<file path="src/sv/gwcr_pkg.sv">
// shared constants, types and helpers of the grid window cell range core
package gwcr_pkg;

  localparam int COORD_WIDTH = 32;
  localparam int FIELD_W     = 32;
  localparam int HALF_W      = 30;
  localparam int CELL_W      = 31;
  localparam int OUT_W       = 32;
  localparam int CFG_IDX_W   = 3;
  localparam int CFG_DATA_W  = 32;
  localparam int IN_DATA_W   = 96;
  localparam int OUT_DATA_W  = 128;
  localparam int SUM_W       = ((COORD_WIDTH > HALF_W + 1) ? COORD_WIDTH : HALF_W + 1) + 1;

  localparam int NLANE   = 4;
  localparam int LANE_XL = 0;
  localparam int LANE_XH = 1;
  localparam int LANE_YL = 2;
  localparam int LANE_YH = 3;

  typedef enum logic [CFG_IDX_W-1:0] {
    REG_X_MIN  = 3'd0,
    REG_Y_MIN  = 3'd1,
    REG_X_MAX  = 3'd2,
    REG_Y_MAX  = 3'd3,
    REG_CELL_W = 3'd4,
    REG_CELL_H = 3'd5
  } cfg_reg_t;

  typedef struct packed {
    logic [CELL_W-1:0]      rem;
    logic [COORD_WIDTH-1:0] word;
  } div_lane_t;

  typedef struct packed {
    logic                        hit;
    div_lane_t [NLANE-1:0]       lane;
  } cell_data_t;

  typedef struct packed {
    logic                   hit;
    logic [COORD_WIDTH-1:0] off_lo;
    logic [COORD_WIDTH-1:0] off_hi;
  } axis_t;

  typedef struct packed {
    logic             hit;
    logic [OUT_W-1:0] row_count;
    logic [OUT_W-1:0] col_count;
    logic [OUT_W-1:0] first_row;
    logic [OUT_W-1:0] first_col;
  } result_t;

  function automatic logic signed [SUM_W-1:0] coord_ext(input logic [COORD_WIDTH-1:0] v);
    return {{(SUM_W - COORD_WIDTH){v[COORD_WIDTH-1]}}, v};
  endfunction

endpackage

</file>
<file path="src/sv/gwcr_out.sv">
// ceiling correction, cell counts, miss masking and two-entry output buffer
module gwcr_out import gwcr_pkg::*; (
  input  logic       clk,
  input  logic       rst_n,
  input  logic       valid_i,
  input  cell_data_t data_i,
  input  logic       ready_i,
  output logic       en_o,
  output logic       valid_o,
  output result_t    res_o
);

  logic               main_valid_r, skid_valid_r;
  result_t            main_r, skid_r;
  result_t            res_nxt;
  logic [COORD_WIDTH:0] cnt_x, cnt_y;
  logic               push, pop;

  always_comb begin
    cnt_x = {1'b0, data_i.lane[LANE_XH].word} - {1'b0, data_i.lane[LANE_XL].word}
            + {{COORD_WIDTH{1'b0}}, (data_i.lane[LANE_XH].rem != '0)};
    cnt_y = {1'b0, data_i.lane[LANE_YH].word} - {1'b0, data_i.lane[LANE_YL].word}
            + {{COORD_WIDTH{1'b0}}, (data_i.lane[LANE_YH].rem != '0)};
    res_nxt = '0;
    if (data_i.hit) begin
      res_nxt.hit       = 1'b1;
      res_nxt.first_col = OUT_W'(data_i.lane[LANE_XL].word);
      res_nxt.first_row = OUT_W'(data_i.lane[LANE_YL].word);
      res_nxt.col_count = OUT_W'(cnt_x);
      res_nxt.row_count = OUT_W'(cnt_y);
    end
  end

  assign en_o = !skid_valid_r;
  assign push = en_o && valid_i;
  assign pop  = main_valid_r && ready_i;

  always_ff @(posedge clk) begin
    if (!rst_n) begin
      main_valid_r <= 1'b0;
      skid_valid_r <= 1'b0;
    end else if (skid_valid_r) begin
      if (pop) begin
        skid_valid_r <= 1'b0;
      end
    end else if (push) begin
      if (main_valid_r && !pop) begin
        skid_valid_r <= 1'b1;
      end else begin
        main_valid_r <= 1'b1;
      end
    end else if (pop) begin
      main_valid_r <= 1'b0;
    end
  end

  always_ff @(posedge clk) begin
    if (skid_valid_r) begin
      if (pop) begin
        main_r <= skid_r;
      end
    end else if (push) begin
      if (main_valid_r && !pop) begin
        skid_r <= res_nxt;
      end else begin
        main_r <= res_nxt;
      end
    end
  end

  assign valid_o = main_valid_r;
  assign res_o   = main_r;

endmodule

</file>
<file path="config.mk">
export PLATFORM = sky130hd
export DESIGN_NAME = gwcr_out
export DESIGN_NICKNAME = d
export VERILOG_FILES = /design/src/sv/gwcr_pkg.sv /design/src/sv/gwcr_out.sv
export SDC_FILE = /design/constraint.sdc
export NUM_CORES = 1
export LEC_CHECK = 0
export ABC_AREA = 1
export BUFFER_PORTS_ARGS = -buffer_cell sky130_fd_sc_hd__buf_2
export CAP_MARGIN = 15
export CORE_ASPECT_RATIO = 1.1
export CORE_UTILIZATION = 45
export DETAILED_ROUTE_END_ITERATION = 10
export PLACE_DENSITY = 0.69
export SLEW_MARGIN = 20
export SYNTH_ARGS = -nofsm -noshare
export SYNTH_HDL_FRONTEND = slang
export SYNTH_SLANG_ARGS = --single-unit
</file>
<file path="constraint.sdc">
create_clock -name clk -period 9.3 [get_ports clk]
set_input_delay 0.465 -clock clk [delete_from_list [all_inputs] [get_ports clk]]
set_output_delay 0.465 -clock clk [all_outputs]
set_load 0.05 [all_outputs]
</file>
# Yosys cells after proc, flatten, opt, wreduce, memory -nomap -nowiden
# Index checks and enable logic that the tools add are counted.
# totals
register_bits	260
input_bits	257
output_inout_bits	131
elab_cells	44
# classes
addsub	4
n_eq_ne	3
n_mux	12
bitwise	1
n_reduce_logical	12
# ops
op	n
$mux W129	5
$add A32 B1 Y32	2
$sub A32 B32 Y32	2
$reduce_bool A31 Y1	2
$reduce_and A3 Y1	3
$mux W1	7
$ne A2 B2 Y1 const B	2
$reduce_bool A2 Y1	2
$logic_and A1 B1 Y1	3
$logic_not A1 Y1	2
$ne A2 B1 Y1 const B	1
$not A1 Y1	1

# Logic depth before layout (Yosys ltp)
# depth
depth_word	6
ltp_mapped	18
depth_no_buf	18

# Worst setup path before layout
# Ideal clock, no wire load.
# synth_path
path_kind	reg2reg
from	register main_valid_r (netlist: valid_o)
to	register main_r (netlist bit res_o[0]), enable pin
setup_time_ns	0.619
t_arrival_ns	6.177
required_ns	8.681
setup_slack_ns	2.504
stages_incl_launch_ff	3
path_buffers	0
synth_period_minus_slack_ns	6.796
cell_sequence	dfxtp_1 -> a21oi_1 -> nor2_1
# synth_between
elab_chain_len	5
elab_cells_between_ends	6
cone_classes	eq/ne: 2; reduce/logical: 4
# synth_lines
item	line_no	rtl
from (decl)	gwcr_out.sv:13	logic main_valid_r, skid_valid_r;
from (signal assigned)	gwcr_out.sv:40	main_valid_r <= 1'b0;
from (signal assigned)	gwcr_out.sv:50	main_valid_r <= 1'b1;
from (signal assigned)	gwcr_out.sv:53	main_valid_r <= 1'b0;
$logic_and A1 B1 Y1	gwcr_out.sv:36	assign pop = main_valid_r && ready_i;
$logic_not A1 Y1	gwcr_out.sv:63	if (main_valid_r && !pop) begin
$logic_and A1 B1 Y1	gwcr_out.sv:63	
$ne A2 B2 Y1 (no source line)	--	
$reduce_and A3 Y1 (no source line) (*)	--	
to (signal assigned)	gwcr_out.sv:60	main_r <= skid_r;
to (signal assigned)	gwcr_out.sv:66	main_r <= res_nxt;
to (decl)	gwcr_out.sv:14	result_t main_r, skid_r;
# Mark *: on every way between the ends. The rest lies on a longest branch, timed or not.
# A chain may end at the register's enable or synchronous reset.

# Final worst setup path
# layout_path
from	register skid_valid_r
to	register main_r (netlist bit res_o[39]), enable pin
# layout_between
elab_chain_len	4
elab_cells_between_ends	6
cone_classes	eq/ne: 2; reduce/logical: 4
# layout_lines
item	line_no	rtl
from (decl)	gwcr_out.sv:13	
from (signal assigned)	gwcr_out.sv:41	skid_valid_r <= 1'b0;
from (signal assigned)	gwcr_out.sv:44	skid_valid_r <= 1'b0;
from (signal assigned)	gwcr_out.sv:48	skid_valid_r <= 1'b1;
$logic_not A1 Y1	gwcr_out.sv:34	assign en_o = !skid_valid_r;
$logic_and A1 B1 Y1	gwcr_out.sv:35	assign push = en_o && valid_i;
$reduce_bool A2 Y1 (no source line)	--	
$reduce_and A3 Y1 (no source line) (*)	--	
# Marked as above.

==> impl_metrics.tcl <==
set metrics [dict create \
    status "complete, no violations" \
    design_area_mm2 0.0192 \
    dr_total_vias 13500 \
    worstHoldStart "rst_n" \
    required_ns 9.47 \
    area_delta_synth_final_pct 18.6 \
    grt-ovfl-total 0 \
    cts_resized 0 \
    dp.cells 2752 \
    arrival_ns 4.03 \
    yosysWarnings 0 \
    worst_pin_slew_ns 1.05 \
    ys_ff_latch 260 \
    reg2reg_depth 4 \
    hold_path_end "valid_o" \
    routed_via_density 4.81 \
    io_buffers 325 \
    yosys_most_used_dff "edfxtp_1" \
    synth_fp_nets 2364 \
    whs_path_depth 3 \
    critical_path_class "reg2reg" \
    io_pins 388 \
    synth_edf_count 258 \
    timing.fmax_mhz 259 \
    clk_latency_ns 0.56 \
    synth_top_cell_by_area "edfxtp_1" \
    layout-drive-gt1-share 0.184 \
    cts_tree "built" \
    clock-sinks 260 \
    die_width_um 183 \
    worst-r2r-setup-slack_ns 5.44 \
    fin_util 0.544 \
    clkTransAtPathRegs_ns 0.06 \
    core-area_mm2 0.0353 \
    synth_cells 1981 \
    grt_pass1_wl_um 67700 \
    wl_per_cell_um 15.3 \
    period_needed_ns 3.86 \
    drtAntennaViolNets 0 \
    post_cts_buffers 0 \
    drv_cap 0 \
    yosysSeqAreaShare 0.481 \
    drc_errors 0 \
    hold_path_class "in2reg" \
    synth_top_area_share 0.479 \
    wirelength_um 42900 \
    fp-row-count 72 \
    htree_levels 1 \
    nNetsFinal 2684 \
    dr.pass1.iters 5 \
    reg2reg_from "skid_valid_r" \
    netlist-cell-type-count 32 \
    cts-root-buf "clkbuf_16" \
    start_util 0.458 \
    cpMostUsedCell "buf_4" \
    synth.area.top_cells "edfxtp_1 48%, nand2_1 17%, ha_1 9.6%" \
    slowest_stage "nor2_4" \
    power_leakage_uw 0.0101 \
    finalSetupViolations 0 \
    first_iter_violations 753 \
    finalSetupTns_ns 0 \
    syn_avg_cell_area_um2 8.17 \
    crit_chain "buf_4 -> a21oi_1 -> nor2_4 -> buf_4" \
    max_stage_delay_ns 0.83 \
    die_y_um 201 \
    dieArea_mm2 0.0367 \
    vdd_drop_max_uv 147 \
    grt.total_usage 0.234 \
    rsz0062_at_grt "false" \
    grt_pass1_vias 13300 \
    final-hold-violation-count 0 \
    power_density_mw_per_mm2 178 \
    antenna_found_initial 3 \
    postCtsHoldBufs 0 \
    place_area_mm2 0.0183 \
    finalCritPeriodShare 0.415 \
    grt_max_degree 95 \
    r2r_end "res_o[39]" \
    relSlewSlack 0.302 \
    finalNonFillerCells 2806 \
    worstSetupEndpointType "register" \
    post-dp-hpwl_um 32800 \
    syn_area_mm2 0.0162 \
    gp_congestion 0.917 \
    async_reset_ff_frac 0 \
    cts_buffers 28 \
    critPathLaunchType "register" \
    fin_skew_ns 0.0224 \
    slew_viol_final 0 \
    clock_path_buffers 3 \
    worstPathMaxFanout 94 \
]
## cell usage after synthesis (8+ instances only)
cell      instances
o21ai_0          86
o21ai_1          13
nand2_1         720
edfxtp_1        258
and3_1            8
nand3_1          52
nand2_2          18
nand3b_4         10
nor2_2            8
inv_1           381
nand4_1          29
ha_1            124
nor2_1          114
buf_2            15
clkbuf_1         21
a21oi_1          56
nor4_1           14
## critical path, delay by kind of cell, from the launching register on
| kind | cells | cell delay, ns |
|---|---|---|
| and+or+nand+nor | 1 | 0.83 |
| buffers and inverters | 2 | 1.49 |
| AOI/OAI and AO/OA | 1 | 0.26 |
| DFF | 1 | 0.73 |
## worst max path at each step
stage,from,to,slack [ns],cells after the start
floorplan,valid_o,res_o[0],2.50,2
global placement,skid_valid_r,res_o[103],5.46,4
detailed placement,skid_valid_r,res_o[103],5.42,4
CTS,skid_valid_r,res_o[100],5.39,4
global route,skid_valid_r,res_o[104],5.11,4
finish,skid_valid_r,res_o[39],5.44,4
## layout by cell type, fill, tap and decap left out, drive strengths merged, types with 7 or more instances in the layout
cell type	instances
a21oi	56
and3	8
buf	334
clkbuf	39
clkinv	7
edfxtp	258
ha	124
inv	382
nand2	738
nand3	59
nand3b	17
nand4	29
nor2	122
nor4	14
o21ai	106
## cells by family (layout without fill, tap and decap cells)
logic type      after synthesis  after routing  share of synthesized area
other cells                   0              4                          0
simple gates                996            996                      0.262
compound gates              168            168                     0.0545
fa+ha+maj                   126            126                     0.0984
flops                       260            260                      0.481
xor+xnor                      6              6                    0.00325
buf+inv                     425            765                      0.100
## layout make-up
class	instances	area [um2]
inverters	381	1440
well taps	481	602
fillers	3387	16100
clock buffers	39	763
diodes	4	10.0
flip-flops and latches	260	7790
multi-input cells	1296	6780
repair buffers	334	1700
clock inverters	11	115
## routing by layer
layer / part of all wire / track usage / vias up / wire (um)
met2: 0.50 / 0.424 / 345 / 21600
li1: - / - / 6957 / -
met3: 0.048 / 0.0298 / 85 / 2040
met1: 0.41 / 0.281 / 6111 / 17700
met5: 0.00030 / 0 / - / 13
met4: 0.038 / 0.0905 / 2 / 1640
## sequential cells by signal (all words and copies together), names as in the netlist
register      count
res_o           129
skid_r          129
skid_valid_r      1
valid_o           1
## where the power goes
group	switching, uW	internal, uW
clock	460	628
combinational	649	260
sequential	24.8	1400
## per-stage QoR
step | power (uW) | hold slack (ns) | setup WS, ns
after detailed placement | 2360 | 0.510 | 5.42
after CTS | 3450 | 0.0983 | 5.39
final | 3420 | 0.123 | 5.44
after global placement | 2340 | 0.500 | 5.46
after global routing | 3590 | 0.116 | 5.11
after floorplan | 2110 | 0.491 | 2.50
Power figures use the tool's default switching activity.
