### config.mk
export PLATFORM = sky130hd
export DESIGN_NAME = gwcr_front
export DESIGN_NICKNAME = d
export VERILOG_FILES = /design/src/sv/gwcr_pkg.sv /design/src/sv/gwcr_front.sv
export SDC_FILE = /design/constraint.sdc
export NUM_CORES = 1
export LEC_CHECK = 0
export ABC_CLOCK_PERIOD_IN_PS = 6600
export BUFFER_PORTS_ARGS = -buffer_cell sky130_fd_sc_hd__buf_2
export CAP_MARGIN = 20
export CORE_AREA = 2 2 208 261
export DETAILED_ROUTE_END_ITERATION = 8
export DIE_AREA = 0 0 210 263
export HOLD_SLACK_MARGIN = 0.12
export PLACE_DENSITY = 0.74
export SYNTH_ARGS = -nofsm -noshare
export SYNTH_HDL_FRONTEND = slang
export SYNTH_SLANG_ARGS = --single-unit
### constraint.sdc
create_clock -name clk -period 6.6 [get_ports clk]
set_input_delay 1.32 -clock clk [delete_from_list [all_inputs] [get_ports clk]]
set_output_delay 1.32 -clock clk [all_outputs]
set_load 0.1 [all_outputs]
### src/sv/gwcr_pkg.sv
// shared constants, types and helpers of the grid window cell range core
package gwcr_pkg;

  localparam int COORD_WIDTH = 32;
  localparam int FIELD_W     = 32;
  localparam int HALF_W      = 30;
  localparam int CELL_W      = 31;
  localparam int OUT_W       = 32;
  localparam int CFG_IDX_W   = 3;
  localparam int CFG_DATA_W  = 32;
  localparam int IN_DATA_W   = 96;
  localparam int OUT_DATA_W  = 128;
  localparam int SUM_W       = ((COORD_WIDTH > HALF_W + 1) ? COORD_WIDTH : HALF_W + 1) + 1;

  localparam int NLANE   = 4;
  localparam int LANE_XL = 0;
  localparam int LANE_XH = 1;
  localparam int LANE_YL = 2;
  localparam int LANE_YH = 3;

  typedef enum logic [CFG_IDX_W-1:0] {
    REG_X_MIN  = 3'd0,
    REG_Y_MIN  = 3'd1,
    REG_X_MAX  = 3'd2,
    REG_Y_MAX  = 3'd3,
    REG_CELL_W = 3'd4,
    REG_CELL_H = 3'd5
  } cfg_reg_t;

  typedef struct packed {
    logic [CELL_W-1:0]      rem;
    logic [COORD_WIDTH-1:0] word;
  } div_lane_t;

  typedef struct packed {
    logic                        hit;
    div_lane_t [NLANE-1:0]       lane;
  } cell_data_t;

  typedef struct packed {
    logic                   hit;
    logic [COORD_WIDTH-1:0] off_lo;
    logic [COORD_WIDTH-1:0] off_hi;
  } axis_t;

  typedef struct packed {
    logic             hit;
    logic [OUT_W-1:0] row_count;
    logic [OUT_W-1:0] col_count;
    logic [OUT_W-1:0] first_row;
    logic [OUT_W-1:0] first_col;
  } result_t;

  function automatic logic signed [SUM_W-1:0] coord_ext(input logic [COORD_WIDTH-1:0] v);
    return {{(SUM_W - COORD_WIDTH){v[COORD_WIDTH-1]}}, v};
  endfunction

endpackage

### src/sv/gwcr_front.sv
// window forming, clipping to the region and offset calculation ahead of the divider chain
module gwcr_front import gwcr_pkg::*; (
  input  logic                   clk,
  input  logic                   rst_n,
  input  logic                   en,
  input  logic                   take,
  input  logic [FIELD_W-1:0]     point_x,
  input  logic [FIELD_W-1:0]     point_y,
  input  logic [HALF_W-1:0]      half_size,
  input  logic [COORD_WIDTH-1:0] x_min,
  input  logic [COORD_WIDTH-1:0] y_min,
  input  logic [COORD_WIDTH-1:0] x_max,
  input  logic [COORD_WIDTH-1:0] y_max,
  output logic                   valid_o,
  output cell_data_t             data_o
);

  logic                    v1_r;
  logic signed [SUM_W-1:0] lo_x_r, hi_x_r, lo_y_r, hi_y_r;
  logic signed [SUM_W-1:0] lo_x_nxt, hi_x_nxt, lo_y_nxt, hi_y_nxt;
  logic signed [SUM_W-1:0] rad;
  logic                    v2_r;
  cell_data_t              data_r, data_nxt;
  axis_t                   ax, ay;

  function automatic axis_t clip_axis(input logic signed [SUM_W-1:0] lo,
                                      input logic signed [SUM_W-1:0] hi,
                                      input logic signed [SUM_W-1:0] lo_e,
                                      input logic signed [SUM_W-1:0] hi_e);
    logic signed [SUM_W-1:0] lo_c, hi_c, d_lo, d_hi;
    axis_t a;
    lo_c     = (lo < lo_e) ? lo_e : lo;
    hi_c     = (hi > hi_e) ? hi_e : hi;
    d_lo     = lo_c - lo_e;
    d_hi     = hi_c - lo_e;
    a.hit    = !((hi_c <= lo_e) || (lo_c >= hi_e));
    a.off_lo = d_lo[COORD_WIDTH-1:0];
    a.off_hi = d_hi[COORD_WIDTH-1:0];
    return a;
  endfunction

  // window edges
  always_comb begin
    rad      = $signed({{(SUM_W - HALF_W){1'b0}}, half_size});
    lo_x_nxt = coord_ext(point_x[COORD_WIDTH-1:0]) - rad;
    hi_x_nxt = coord_ext(point_x[COORD_WIDTH-1:0]) + rad;
    lo_y_nxt = coord_ext(point_y[COORD_WIDTH-1:0]) - rad;
    hi_y_nxt = coord_ext(point_y[COORD_WIDTH-1:0]) + rad;
  end

  // clip and measure from the region origin
  always_comb begin
    ax = clip_axis(lo_x_r, hi_x_r, coord_ext(x_min), coord_ext(x_max));
    ay = clip_axis(lo_y_r, hi_y_r, coord_ext(y_min), coord_ext(y_max));
    data_nxt                    = '0;
    data_nxt.hit                = ax.hit & ay.hit;
    data_nxt.lane[LANE_XL].word = ax.off_lo;
    data_nxt.lane[LANE_XH].word = ax.off_hi;
    data_nxt.lane[LANE_YL].word = ay.off_lo;
    data_nxt.lane[LANE_YH].word = ay.off_hi;
  end

  always_ff @(posedge clk) begin
    if (!rst_n) begin
      v1_r <= 1'b0;
      v2_r <= 1'b0;
    end else if (en) begin
      v1_r <= take;
      v2_r <= v1_r;
    end
  end

  always_ff @(posedge clk) begin
    if (en) begin
      lo_x_r <= lo_x_nxt;
      hi_x_r <= hi_x_nxt;
      lo_y_r <= lo_y_nxt;
      hi_y_r <= hi_y_nxt;
      data_r <= data_nxt;
    end
  end

  assign valid_o = v2_r;
  assign data_o  = data_r;

endmodule

Word-level counts from Yosys, hierarchy flattened
Cells that the tools add are included.
- register bits after elaboration: 263
- input bits: 226
- output and inout port bits: 254
- word-level logic and storage cells: 36
- add/subtract/negate cells: 8
- order comparisons: 8
- mux-type cells: 4
- bitwise gates (word level): 1
- reductions and logical operators: 4
- operators with widths (kind ; count):
    33-bit 2-to-1 mux ; 4
    32-bit subtractor ; 4
    32-bit by 31-bit adder with 33-bit output ; 2
    33-bit by 32-bit greater-or-equal comparator with 1-bit output ; 2
    33-bit by 32-bit > comparator with 1-bit output ; 2
    33-bit by 32-bit less-or-equal comparator with 1-bit output ; 2
    33-bit by 32-bit less-than comparator with 1-bit output ; 2
    32-bit by 31-bit subtractor with 33-bit output ; 2
    1-bit logical NOT ; 2
    1-bit logical OR ; 2
    1-bit bitwise AND ; 1

Longest topological paths before layout
- depth in word-level cells: 6
- gate-level depth with buffers: 27
- depth with buffers taken out: 25

Worst setup path before layout
Ideal clock, no wire load.
- path kind: input-to-reg
- start point: input y_min[10]
- end point: register data_r, in the netlist data_o[156], data pin
- library setup time: 0.262 ns
- data arrival time: 6.166 ns
- data required time: 6.338 ns
- path slack: 0.172 ns
- stages: 25
- path buffers: 1
- cells stage by stage: inv_1 -> ha_1 -> a21o_1 -> a211o_1 -> a2111oi_0 -> o21ai_0 -> a21o_1 -> a311oi_1 -> o21ai_0 -> nand2_1 -> buf_2 -> mux2i_1 -> ha_1 -> inv_1 -> fa_1 -> a211oi_1 -> o21ai_0 -> a41oi_1 -> and2_1 -> o21ai_0 -> a41oi_1 -> a211oi_1 -> a211oi_1 -> a21oi_1 -> xor2_1
- RTL lines (what ; RTL line ; RTL):
    start, declared ; gwcr_front.sv:11 ; input logic [COORD_WIDTH-1:0] y_min,
    end signal, assigned ; gwcr_front.sv:79 ; data_r <= data_nxt;
    end, declared ; gwcr_front.sv:23 ; cell_data_t data_r, data_nxt;

==> metrics.txt <==
status=complete, no violations; largest net degree at the start of global routing=around 130; Min-Delay Path Class=reg2reg; final core area utilization=0.6297; die height=263 um; gpl congestion=about 0.98; Synth Area in Compound Gates=0.1826; CP Capture Type=flop; routed wire length=between 80000 and 90000 um; RR Startpoint=hi_y_r[18]$_DFFE_PP_; Slew headroom=0.4690; DRC=0; worst slew pin tran=between 700 and 800 ps; die span in x=approximately 210 um; Core Area=around 53000 um^2; maxcap violations=0; Synth Instances=2880; xor/xnor share of the synthesized area=0.07111; die area=around 55000 um^2; Clock Sinks=~260; CTS clk-pin slew, worst paths=approximately 60 ps; largest family of logic cells by synthesized area=adder cells; total number of vias=23650; async set or reset register ratio after synthesis=0; vias per inst=5.473; dpl hpwl=~68000 um; origin of the worst setup path=y_max[18]; clock latency on the worst-skew pair=about 590 ps; I/O pins=480; Power Density=333.6 nW/um^2; Synth area leader=edfxtp_1; Data required, critical path=6920 ps; 1st-iter DRT viols=~1300; first-pass GRT wire length=about 120000 um; Layout area overhead=22.16%; Startpoint Class=input pin; most common cell after layout, fill and taps aside=ha_1; multiplexer share of the synthesized area=0.05541; CTS Root Cell=clkbuf_16; EDFF count, synth=about 260; Setup CP Type=in2reg; CTS H-tree depth=1; Final setup violation count=0; fin crit share=0.9586; initial core utilization=0.5154; Worst Reg-to-Reg Cells=24; most frequent cells in the layout=ha_1 (444), buf_4 (391), buf_2 (354); Layout Skew=approximately 19 ps; Hold WS=about 520 ps; vias in the first global route=~24000; Detail Route Antenna Nets=0; Synth area leaders=edfxtp_1 (29%), ha_1 (21%), xnor2_1 (5.4%); Yosys reg bits=261; VDD IR max=386.6 uV; DR WL/cell=between 15 and 20 um; placed cell areas=between 30000 and 40000 um^2; CTS tree=built; port buffer count=approximately 360; nets=4283; Overflow after GRT=0; Ys Warns=0; setup slack, reg-to-reg=about 740 ps; Final Slew Violations=0; static leakage=16.03 nW; Fin Setup TNS=0 ps; Adder-Cell Fraction of Synth Area=0.2109; share of cells above drive strength 1=0.2666; Synth cell types=84; antenna violations before repair=24; row cnt=94; register area share after synthesis=0.2885; design area=approximately 33000 um^2; Syn Std Cell Area=about 27000 um^2; Tmin final=roughly 6300 ps; synthesized area per cell=about 9.4 um^2; Setup crit end=data_o[252]$_DFFE_PP_; Primary FF master, synth=edfxtp_1; r2r endpoint=data_o[252]$_DFFE_PP_; Max Clock Freq=roughly 160 MHz; hold buffers post-CTS=0; CP arrival=6650 ps; Hold Vio Cnt, Final=0; Pre-antenna DRT Iters=7; GRT Resource Usage Total=0.2862; TritonCTS buffer count=29; Max FO, Critical Path=9; Post-Synth Simple-Gate Area=0.1118; area share of the largest cell type after synthesis=0.2870; Longest Clk Path Bufs=3
## worst max-delay path: stages
cell	delay, ps
buf_2	100
inv_1	60
ha_1	310
a21o_1	180
a21o_1	170
a21o_1	170
a21o_1	180
a21o_1	170
a21o_1	170
a211oi_1	220
o21ai_1	100
a31o_2	360
mux2_2	350
ha_1	300
nor2b_1	130
o21ai_0	260
a211oi_1	150
o31ai_1	240
buf_4	150
a31oi_1	170
a311oi_2	280
buf_4	160
o21ai_1	100
or3_1	410
a31oi_2	340
a311oi_1	80
## where the power goes
group          total (mW)  internal, mW  switching (mW)
Sequential           2.60          2.42           0.180
Combinational        6.83          2.29            4.54
Clock                1.62         0.894           0.725
Total                11.0          5.60            5.44
## cells by family (layout without fill, tap and decap cells)
family          Yosys count  count (layout)
xor+xnor                220             220
flops                   261             261
other cells               1             147
buf+inv                 444            1068
mux                     134             134
simple gates            600             600
fa+ha+maj               452             452
compound gates          768             768
## repair_timing
item                                    4_1_cts  5_1_grt
endpoints found under the setup margin        6       11
resized for setup                             6       17
hold endpoints to repair                      0        0
setup buffers                                 0        1
pin swaps                                     0        1
## state kept, by name, indices dropped and copies added (netlist names)
name	flops
data_o	129
lo_x_r	33
lo_y_r	33
hi_x_r	32
hi_y_r	32
v1_r	1
valid_o	1
## synthesized netlist by cell type (all sizes together), types with 52 or more instances
cell type	count
buf	137
nor2b	55
mux2	128
xor2	52
ha	444
nand3	59
o21ai	120
nand2	74
nor2	193
edfxtp	259
inv	266
xnor2	168
a21o	140
a21oi	263
## worst min-delay path by stage
stage	start	endpoint	slack [ps]	cells past startpoint
5_1_grt	valid_o$_SDFFE_PN0P_	valid_o$_SDFFE_PN0P_	570	2
3_3_place_gp	valid_o$_SDFFE_PN0P_	valid_o$_SDFFE_PN0P_	500	2
4_1_cts	valid_o$_SDFFE_PN0P_	valid_o$_SDFFE_PN0P_	530	2
2_1_floorplan	v1_r$_SDFFE_PN0P_	v1_r$_SDFFE_PN0P_	480	2
6_report	valid_o$_SDFFE_PN0P_	valid_o$_SDFFE_PN0P_	520	2
3_5_place_dp	valid_o$_SDFFE_PN0P_	valid_o$_SDFFE_PN0P_	510	2
## stage by stage
stage                     power [mW]  cells  setup slack [ps]
after floorplan                7.531   3003             172.0
after global placement         9.332   4245             -1242
after detailed placement       9.355   4245             -1289
after CTS                      11.05   4298             19.08
after global routing           11.64   4315           -0.5431
final                          11.04   4322             273.0
## routing by layer
metal / wire [um] / global-route usage / share of wire / vias up
met2: 41150 / 0.5269 / 0.50 / 741
met3: 3567 / 0.02589 / 0.044 / 194
met4: 4292 / 0.1445 / 0.053 / 6
li1: - / - / - / 11750
met1: 32620 / 0.3291 / 0.40 / 10960
met5: 27 / 0 / 0.00033 / -
## area by class of cell
cell class / instances / area, um^2
Timing Repair Buffer: 749 / 4777
Multi-Input combinational cell: 2298 / 17670
Inverter: 266 / 998.5
Clock inverter: 23 / 209.0
Tap cell: 672 / 840.8
Sequential cell: 261 / 7818
Antenna cell: 23 / 57.56
Clock buffer: 30 / 729.5
Fill cell: 4588 / 19470
Note: power is estimated with default switching activity, not from simulation.
