[src/sv/gwcr_pkg.sv]
// shared constants, types and helpers of the grid window cell range core
package gwcr_pkg;

  localparam int COORD_WIDTH = 32;
  localparam int FIELD_W     = 32;
  localparam int HALF_W      = 30;
  localparam int CELL_W      = 31;
  localparam int OUT_W       = 32;
  localparam int CFG_IDX_W   = 3;
  localparam int CFG_DATA_W  = 32;
  localparam int IN_DATA_W   = 96;
  localparam int OUT_DATA_W  = 128;
  localparam int SUM_W       = ((COORD_WIDTH > HALF_W + 1) ? COORD_WIDTH : HALF_W + 1) + 1;

  localparam int NLANE   = 4;
  localparam int LANE_XL = 0;
  localparam int LANE_XH = 1;
  localparam int LANE_YL = 2;
  localparam int LANE_YH = 3;

  typedef enum logic [CFG_IDX_W-1:0] {
    REG_X_MIN  = 3'd0,
    REG_Y_MIN  = 3'd1,
    REG_X_MAX  = 3'd2,
    REG_Y_MAX  = 3'd3,
    REG_CELL_W = 3'd4,
    REG_CELL_H = 3'd5
  } cfg_reg_t;

  typedef struct packed {
    logic [CELL_W-1:0]      rem;
    logic [COORD_WIDTH-1:0] word;
  } div_lane_t;

  typedef struct packed {
    logic                        hit;
    div_lane_t [NLANE-1:0]       lane;
  } cell_data_t;

  typedef struct packed {
    logic                   hit;
    logic [COORD_WIDTH-1:0] off_lo;
    logic [COORD_WIDTH-1:0] off_hi;
  } axis_t;

  typedef struct packed {
    logic             hit;
    logic [OUT_W-1:0] row_count;
    logic [OUT_W-1:0] col_count;
    logic [OUT_W-1:0] first_row;
    logic [OUT_W-1:0] first_col;
  } result_t;

  function automatic logic signed [SUM_W-1:0] coord_ext(input logic [COORD_WIDTH-1:0] v);
    return {{(SUM_W - COORD_WIDTH){v[COORD_WIDTH-1]}}, v};
  endfunction

endpackage

[src/sv/gwcr_div_cell.sv]
// one restoring division step on all four lanes, one quotient bit per cell
module gwcr_div_cell import gwcr_pkg::*; (
  input  logic              clk,
  input  logic              rst_n,
  input  logic              en,
  input  logic [CELL_W-1:0] d_x,
  input  logic [CELL_W-1:0] d_y,
  input  logic              valid_i,
  input  cell_data_t        data_i,
  output logic              valid_o,
  output cell_data_t        data_o
);

  logic              valid_r;
  cell_data_t        data_r, data_nxt;
  logic [CELL_W-1:0] div [NLANE];

  assign div[LANE_XL] = d_x;
  assign div[LANE_XH] = d_x;
  assign div[LANE_YL] = d_y;
  assign div[LANE_YH] = d_y;

  always_comb begin
    logic [CELL_W:0] t;
    logic [CELL_W:0] diff;
    logic            ge;
    data_nxt     = data_i;
    for (int i = 0; i < NLANE; i++) begin
      t    = {data_i.lane[i].rem, data_i.lane[i].word[COORD_WIDTH-1]};
      diff = t - {1'b0, div[i]};
      ge   = (t >= {1'b0, div[i]});
      data_nxt.lane[i].rem  = ge ? diff[CELL_W-1:0] : t[CELL_W-1:0];
      data_nxt.lane[i].word = {data_i.lane[i].word[COORD_WIDTH-2:0], ge};
    end
  end

  always_ff @(posedge clk) begin
    if (!rst_n) begin
      valid_r <= 1'b0;
    end else if (en) begin
      valid_r <= valid_i;
    end
  end

  always_ff @(posedge clk) begin
    if (en) begin
      data_r <= data_nxt;
    end
  end

  assign valid_o = valid_r;
  assign data_o  = data_r;

endmodule

[config.mk]
export PLATFORM = sky130hd
export DESIGN_NAME = gwcr_div_cell
export DESIGN_NICKNAME = d
export VERILOG_FILES = /design/src/sv/gwcr_pkg.sv /design/src/sv/gwcr_div_cell.sv
export SDC_FILE = /design/constraint.sdc
export NUM_CORES = 1
export LEC_CHECK = 0
export BUFFER_PORTS_ARGS = -buffer_cell sky130_fd_sc_hd__buf_2
export CAP_MARGIN = 25
export CORE_AREA = 2 2 221 223
export CTS_BUF_LIST = sky130_fd_sc_hd__clkbuf_2 sky130_fd_sc_hd__clkbuf_4 sky130_fd_sc_hd__clkbuf_8
export DETAILED_ROUTE_END_ITERATION = 10
export DIE_AREA = 0 0 223 225
export REMOVE_ABC_BUFFERS = 1
export SETUP_SLACK_MARGIN = 0.05
export SLEW_MARGIN = 10
export SYNTH_ARGS = -nofsm -noshare
export SYNTH_HDL_FRONTEND = slang
export SYNTH_SLANG_ARGS = --single-unit
[constraint.sdc]
create_clock -name clk -period 5.1 [get_ports clk]
set_clock_uncertainty 0.2 [all_clocks]
set_input_delay 0.765 -clock clk [delete_from_list [all_inputs] [get_ports clk]]
set_output_delay 0.765 -clock clk [all_outputs]
set_load 0.01 [all_outputs]
[After elaboration in Yosys (flattened, before gate mapping)]
Cells that the tools add are included.
Widths: inputs -> output; s select.
Word-level totals
  register bits after elaboration: 254
  latch bits: 0
  bits in writable memories: 0
  ROM bits: 0
  input bits: 319
  output and inout bits: 254
  logic and storage cells: 22
  memories: 0
Cells by class
  add/sub/neg operators: 4
  multipliers: 0
  divide/modulo/power cells: 0
  $lt $le $gt $ge: 4
  equal/unequal tests: 0
  shifts and indexed selects: 0
  muxes and demuxes: 4
  bitwise operators: 0
  reductions and logical operators: 0
Operator list (number)
  $ge 32x31->1: 4
  $mux 31: 4
  $sub 31x31->31: 4

[Depth between registers and ports, before layout]
  word-level depth: 2
  mapped depth: 15
  gate-level depth less buffers: 12

[Least setup slack after synthesis]
Ideal clock, no wire load.
  kind: input -> register
  from: input port data_i[220] (netlist bit)
  to: register data_r (netlist bit data_o[224]), data pin
  setup time: 0.260 ns
  arrival time: 3.401 ns
  data required time: 4.640 ns
  slack: 1.239 ns
  cell stages on the path: 13
  buffers on the path: 1
  cells stage by stage: inv_1 > ha_1 > fa_1 > nor2b_4 > o2111ai_1 > a21oi_2 > o41ai_4 > o21ai_4 > a41o_2 > a31oi_4 > o41ai_4 > buf_6 > mux2_4
RTL lines
  start: declaration: RTL line gwcr_div_cell.sv:9  | input cell_data_t data_i,
  end signal: assignment: RTL line gwcr_div_cell.sv:47  | data_r <= data_nxt;
  end: declaration: RTL line gwcr_div_cell.sv:15  | cell_data_t data_r, data_nxt;

==> impl_metrics.csv <==
group,metric,value,unit
floorplanning,floorplan.io_pins,573,
timing,timing.final.setup_violations,0,
placed_design,final_hpwl_from_detailed_placement,44100,um
cts,clk_pin_slew_worst_paths,60,ps
critical_path,worst_setup_path_start_kind,"input port",
timing,timing.fmax,0.266,GHz
placed_design,dp_cells,2620,
synth,synth.top_cells.by_area,"sky130_fd_sc_hd__edfxtp_1, sky130_fd_sc_hd__ha_1, sky130_fd_sc_hd__o21ai_0, sky130_fd_sc_hd__nand2_1, sky130_fd_sc_hd__a21oi_1",
cts,cts_resized,0,
critical_path,critPathSlowestCell,"sky130_fd_sc_hd__o41ai_1",
pwr,power.total,0.00657,W
timing,slew_headroom,0.246,
cts,cts_num_sinks,254,
cells_and_area,areaGrowthSynthToFinish,28.9,%
critical_path,arrival,3890,ps
job,timing.max_cap.violations,0,
cts,clockBufferDepth,3,
cts,cts_made_buffers,49,
global_route,grt_pass1_wl,79700,um
synth,postSynthRegisterBits,254,
cts,clock_latency,590,ps
floorplanning,area_enclosed_by_the_die_boundary,50200,sq um
pwr,vdd.ir_drop.worst,0.204,mV
cells_and_area,multi_input_comb_area,7670,sq um
timing,timing.final.crit_share,0.737,
routing,drt_iter0_drc,856,
floorplanning,site_rows,80,
synth,synth-seq-area-share,0.481,
critical_path,cp_top_delay_family,"compound AO/OA/AOI/OAI gates",
critical_path,critical_path_class,"in2reg",
floorplanning,die_h,225,um
pwr,powerDensity,322,nW/um^2
outcome,run_status,"finished, final reports clean",
cts,cts_root_buf,"sky130_fd_sc_hd__clkbuf_8",
timing,minimum_clock_period_after_layout,3760,ps
global_route,grt_antenna_before_repair,19,
synth,post_synth_num_cell_types,79,
pwr,p_leak,9.33,nW
cts,cts_tree,"built",
synth,synth.largest_area_cell,"sky130_fd_sc_hd__edfxtp_1",
timing,worst-slew-pin-transition,1120,ps
routing,detail_route.wl_per_cell,20.0,um
cells_and_area,layout-drive-gt1-share,0.343,
critical_path,path_max_fanout,8,
routing,antenna_left,0,
synth,synth_area_per_cell,10.8,sq um
cts,htree_levels,2,
synth,syn_inst,1467,
cells_and_area,finish.net_count,2503,
routing,vias,13700,
cts,cts_hold_repair.buffers,0,
synth,synthesis.area,15800,sq um
timing,tns,0,ps
critical_path,critical_path.cell_chain,"buf_2 > inv_1 > ha_1 > a21o_1 > a211o_1 > a41oi_1 > o21ai_0 > o41ai_1 > o21ai_0 > xnor2_1 > o21ai_0",
timing,grt_setup_unrepaired,"false",
timing,timing.final.hold_violations,0,
floorplanning,initial_core_util,0.333,
global_route,total_overflow_reported_by_the_global_router,0,
global_route,grt.total_usage,0.207,
routing,routed_via_density,5.06,
critical_path,most_used_cell_along_the_critical_path,"sky130_fd_sc_hd__o21ai_0",
synth,synthDominantCellAreaShare,0.480,
placed_design,place_congestion,0.911,
worst_hold_path,min-delay-path-class,"in2reg",
placed_design,io_buffers,572,
synth,number_of_flops_mapped_to_enable_cells_by_yosys,253,
cells_and_area,layout.area.seq,7620,sq um
critical_path,timing.critical_path.required,5230,ps
placed_design,worst_case_setup_slack_after_placement,798,ps
routing,wirelength,54200,um
cells_and_area,stdcell_count,2714,
cells_and_area,num-fill-cells,4622,
timing,finalMaxSlewViolations,0,
synth,ys_warn_count,0,
routing,drc,0,
critical_path,endpoint_kind,"flop",
timing,final_critical_path_setup_slack,1340,ps
floorplanning,core-area,47500,sq um
critical_path,largest_stage_delay_on_the_critical_path,1020,ps
cts,postCtsSetupRepairBufs,0,
routing,drtPass1Iterations,5,
synth,synth_ff_type,"sky130_fd_sc_hd__edfxtp_1",
global_route,pin_count_of_the_biggest_net_entering_global_routing,90,
floorplanning,die_width,223,um
synth,post_synth_arst_share,0,
critical_path,cp_num_buf_inv,2,
global_route,first_global_vias,14000,
==> cells by family (layout without fill, tap and decap cells) <==
kind of cell / after synthesis / after routing / share of synthesized area
buffers and inverters: 140 / 766 / 0.0356
other: 0 / 6 / 0
DFF: 254 / 254 / 0.481
AOI/OAI and AO/OA: 454 / 454 / 0.186
and+or+nand+nor: 354 / 354 / 0.107
muxes: 38 / 38 / 0.0325
xor gates and xnor gates: 99 / 99 / 0.0548
adders and majority gates: 128 / 128 / 0.103
==> cell type report <==
type / instances / share of cell area
multi-input combinational: 1073 / 0.376
sequential: 254 / 0.373
timing repair buffer: 586 / 0.147
tap: 615 / 0.0377
clock buffer: 58 / 0.0364
inverter: 92 / 0.0169
clock inverter: 30 / 0.0124
antenna: 6 / 0.000736
==> layout by cell type, fill, tap and decap left out, types with 15 or more instances in the layout <==
| master | instances |
|---|---|
| sky130_fd_sc_hd__buf_2 | 571 |
| sky130_fd_sc_hd__edfxtp_1 | 253 |
| sky130_fd_sc_hd__nand2_1 | 144 |
| sky130_fd_sc_hd__o21ai_0 | 138 |
| sky130_fd_sc_hd__ha_1 | 124 |
| sky130_fd_sc_hd__a21oi_1 | 99 |
| sky130_fd_sc_hd__inv_1 | 91 |
| sky130_fd_sc_hd__a21o_1 | 66 |
| sky130_fd_sc_hd__nor2_1 | 55 |
| sky130_fd_sc_hd__xnor2_1 | 52 |
| sky130_fd_sc_hd__clkbuf_8 | 49 |
| sky130_fd_sc_hd__xor2_1 | 47 |
| sky130_fd_sc_hd__nand3_1 | 29 |
| sky130_fd_sc_hd__mux2_4 | 25 |
| sky130_fd_sc_hd__and3_1 | 22 |
| sky130_fd_sc_hd__o21a_1 | 21 |
| sky130_fd_sc_hd__nand4_1 | 20 |
| sky130_fd_sc_hd__nor2b_1 | 16 |
| sky130_fd_sc_hd__nor3_1 | 16 |
| sky130_fd_sc_hd__o21bai_1 | 15 |
==> state kept, by name (all words and copies together) (netlist names) <==
register,flops
data_o,253
valid_o,1
==> per-stage QoR <==
| stage | cell area (sq um) | utilization | hold WS, ps |
|---|---|---|---|
| final | 20400 | 0.429 | 123 |
| after global placement | 19400 | 0.408 | 293 |
| after detailed placement | 19400 | 0.408 | 311 |
| after global routing | 20400 | 0.429 | 75.3 |
| after floorplan | 15600 | - | 338 |
| after CTS | 20400 | 0.429 | 56.2 |
==> cell usage after synthesis (5+ instances only) <==
| cell type | instances |
|---|---|
| sky130_fd_sc_hd__a211o_1 | 9 |
| sky130_fd_sc_hd__a211oi_1 | 12 |
| sky130_fd_sc_hd__a21o_1 | 66 |
| sky130_fd_sc_hd__a21oi_1 | 100 |
| sky130_fd_sc_hd__a31oi_1 | 13 |
| sky130_fd_sc_hd__and2_1 | 9 |
| sky130_fd_sc_hd__and3_1 | 22 |
| sky130_fd_sc_hd__buf_2 | 13 |
| sky130_fd_sc_hd__clkbuf_1 | 31 |
| sky130_fd_sc_hd__edfxtp_1 | 253 |
| sky130_fd_sc_hd__ha_1 | 124 |
| sky130_fd_sc_hd__inv_1 | 91 |
| sky130_fd_sc_hd__mux2_2 | 7 |
| sky130_fd_sc_hd__mux2_4 | 25 |
| sky130_fd_sc_hd__mux2i_1 | 6 |
| sky130_fd_sc_hd__nand2_1 | 144 |
| sky130_fd_sc_hd__nand2b_1 | 14 |
| sky130_fd_sc_hd__nand3_1 | 29 |
| sky130_fd_sc_hd__nand4_1 | 20 |
| sky130_fd_sc_hd__nor2_1 | 55 |
| sky130_fd_sc_hd__nor2b_1 | 16 |
| sky130_fd_sc_hd__nor3_1 | 16 |
| sky130_fd_sc_hd__nor4_1 | 5 |
| sky130_fd_sc_hd__o211ai_1 | 10 |
| sky130_fd_sc_hd__o21a_1 | 21 |
| sky130_fd_sc_hd__o21ai_0 | 138 |
| sky130_fd_sc_hd__o21bai_1 | 15 |
| sky130_fd_sc_hd__o31a_1 | 9 |
| sky130_fd_sc_hd__o31ai_1 | 10 |
| sky130_fd_sc_hd__or2_2 | 5 |
| sky130_fd_sc_hd__or3_1 | 5 |
| sky130_fd_sc_hd__xnor2_1 | 52 |
| sky130_fd_sc_hd__xor2_1 | 47 |
==> final timing paths <==
kind / start / cells past startpoint / to / slack [ps]
worst min-delay path: data_i[82] / 1 / data_o[83]$_DFFE_PP_ / 120
worst max register to register: valid_o$_SDFFE_PN0P_ / 2 / valid_o$_SDFFE_PN0P_ / 4310
worst max-delay path: d_x[19] / 11 / data_o[58]$_DFFE_PP_ / 1340
worst min register to register: valid_o$_SDFFE_PN0P_ / 2 / valid_o$_SDFFE_PN0P_ / 320
==> per-layer routing <==
metal,share of wire,track usage,vias up,wire (um)
met1,0.37,0.217,6416,20100
met2,0.51,0.384,473,27700
met4,0.039,0.0842,22,2110
li1,-,-,6683,-
met5,0.0026,0,-,143
met3,0.076,0.0654,127,4100
==> where the power goes <==
group	switching (W)	leakage [nW]	internal [W]	total, W
Combinational	0.00103	6.33	0.000752	0.00178
Clock	0.000934	0.518	0.00117	0.00211
Sequential	0.0000658	2.48	0.00261	0.00268
Total	0.00203	9.33	0.00454	0.00657
No activity file was read; power rests on OpenSTA's default activity.
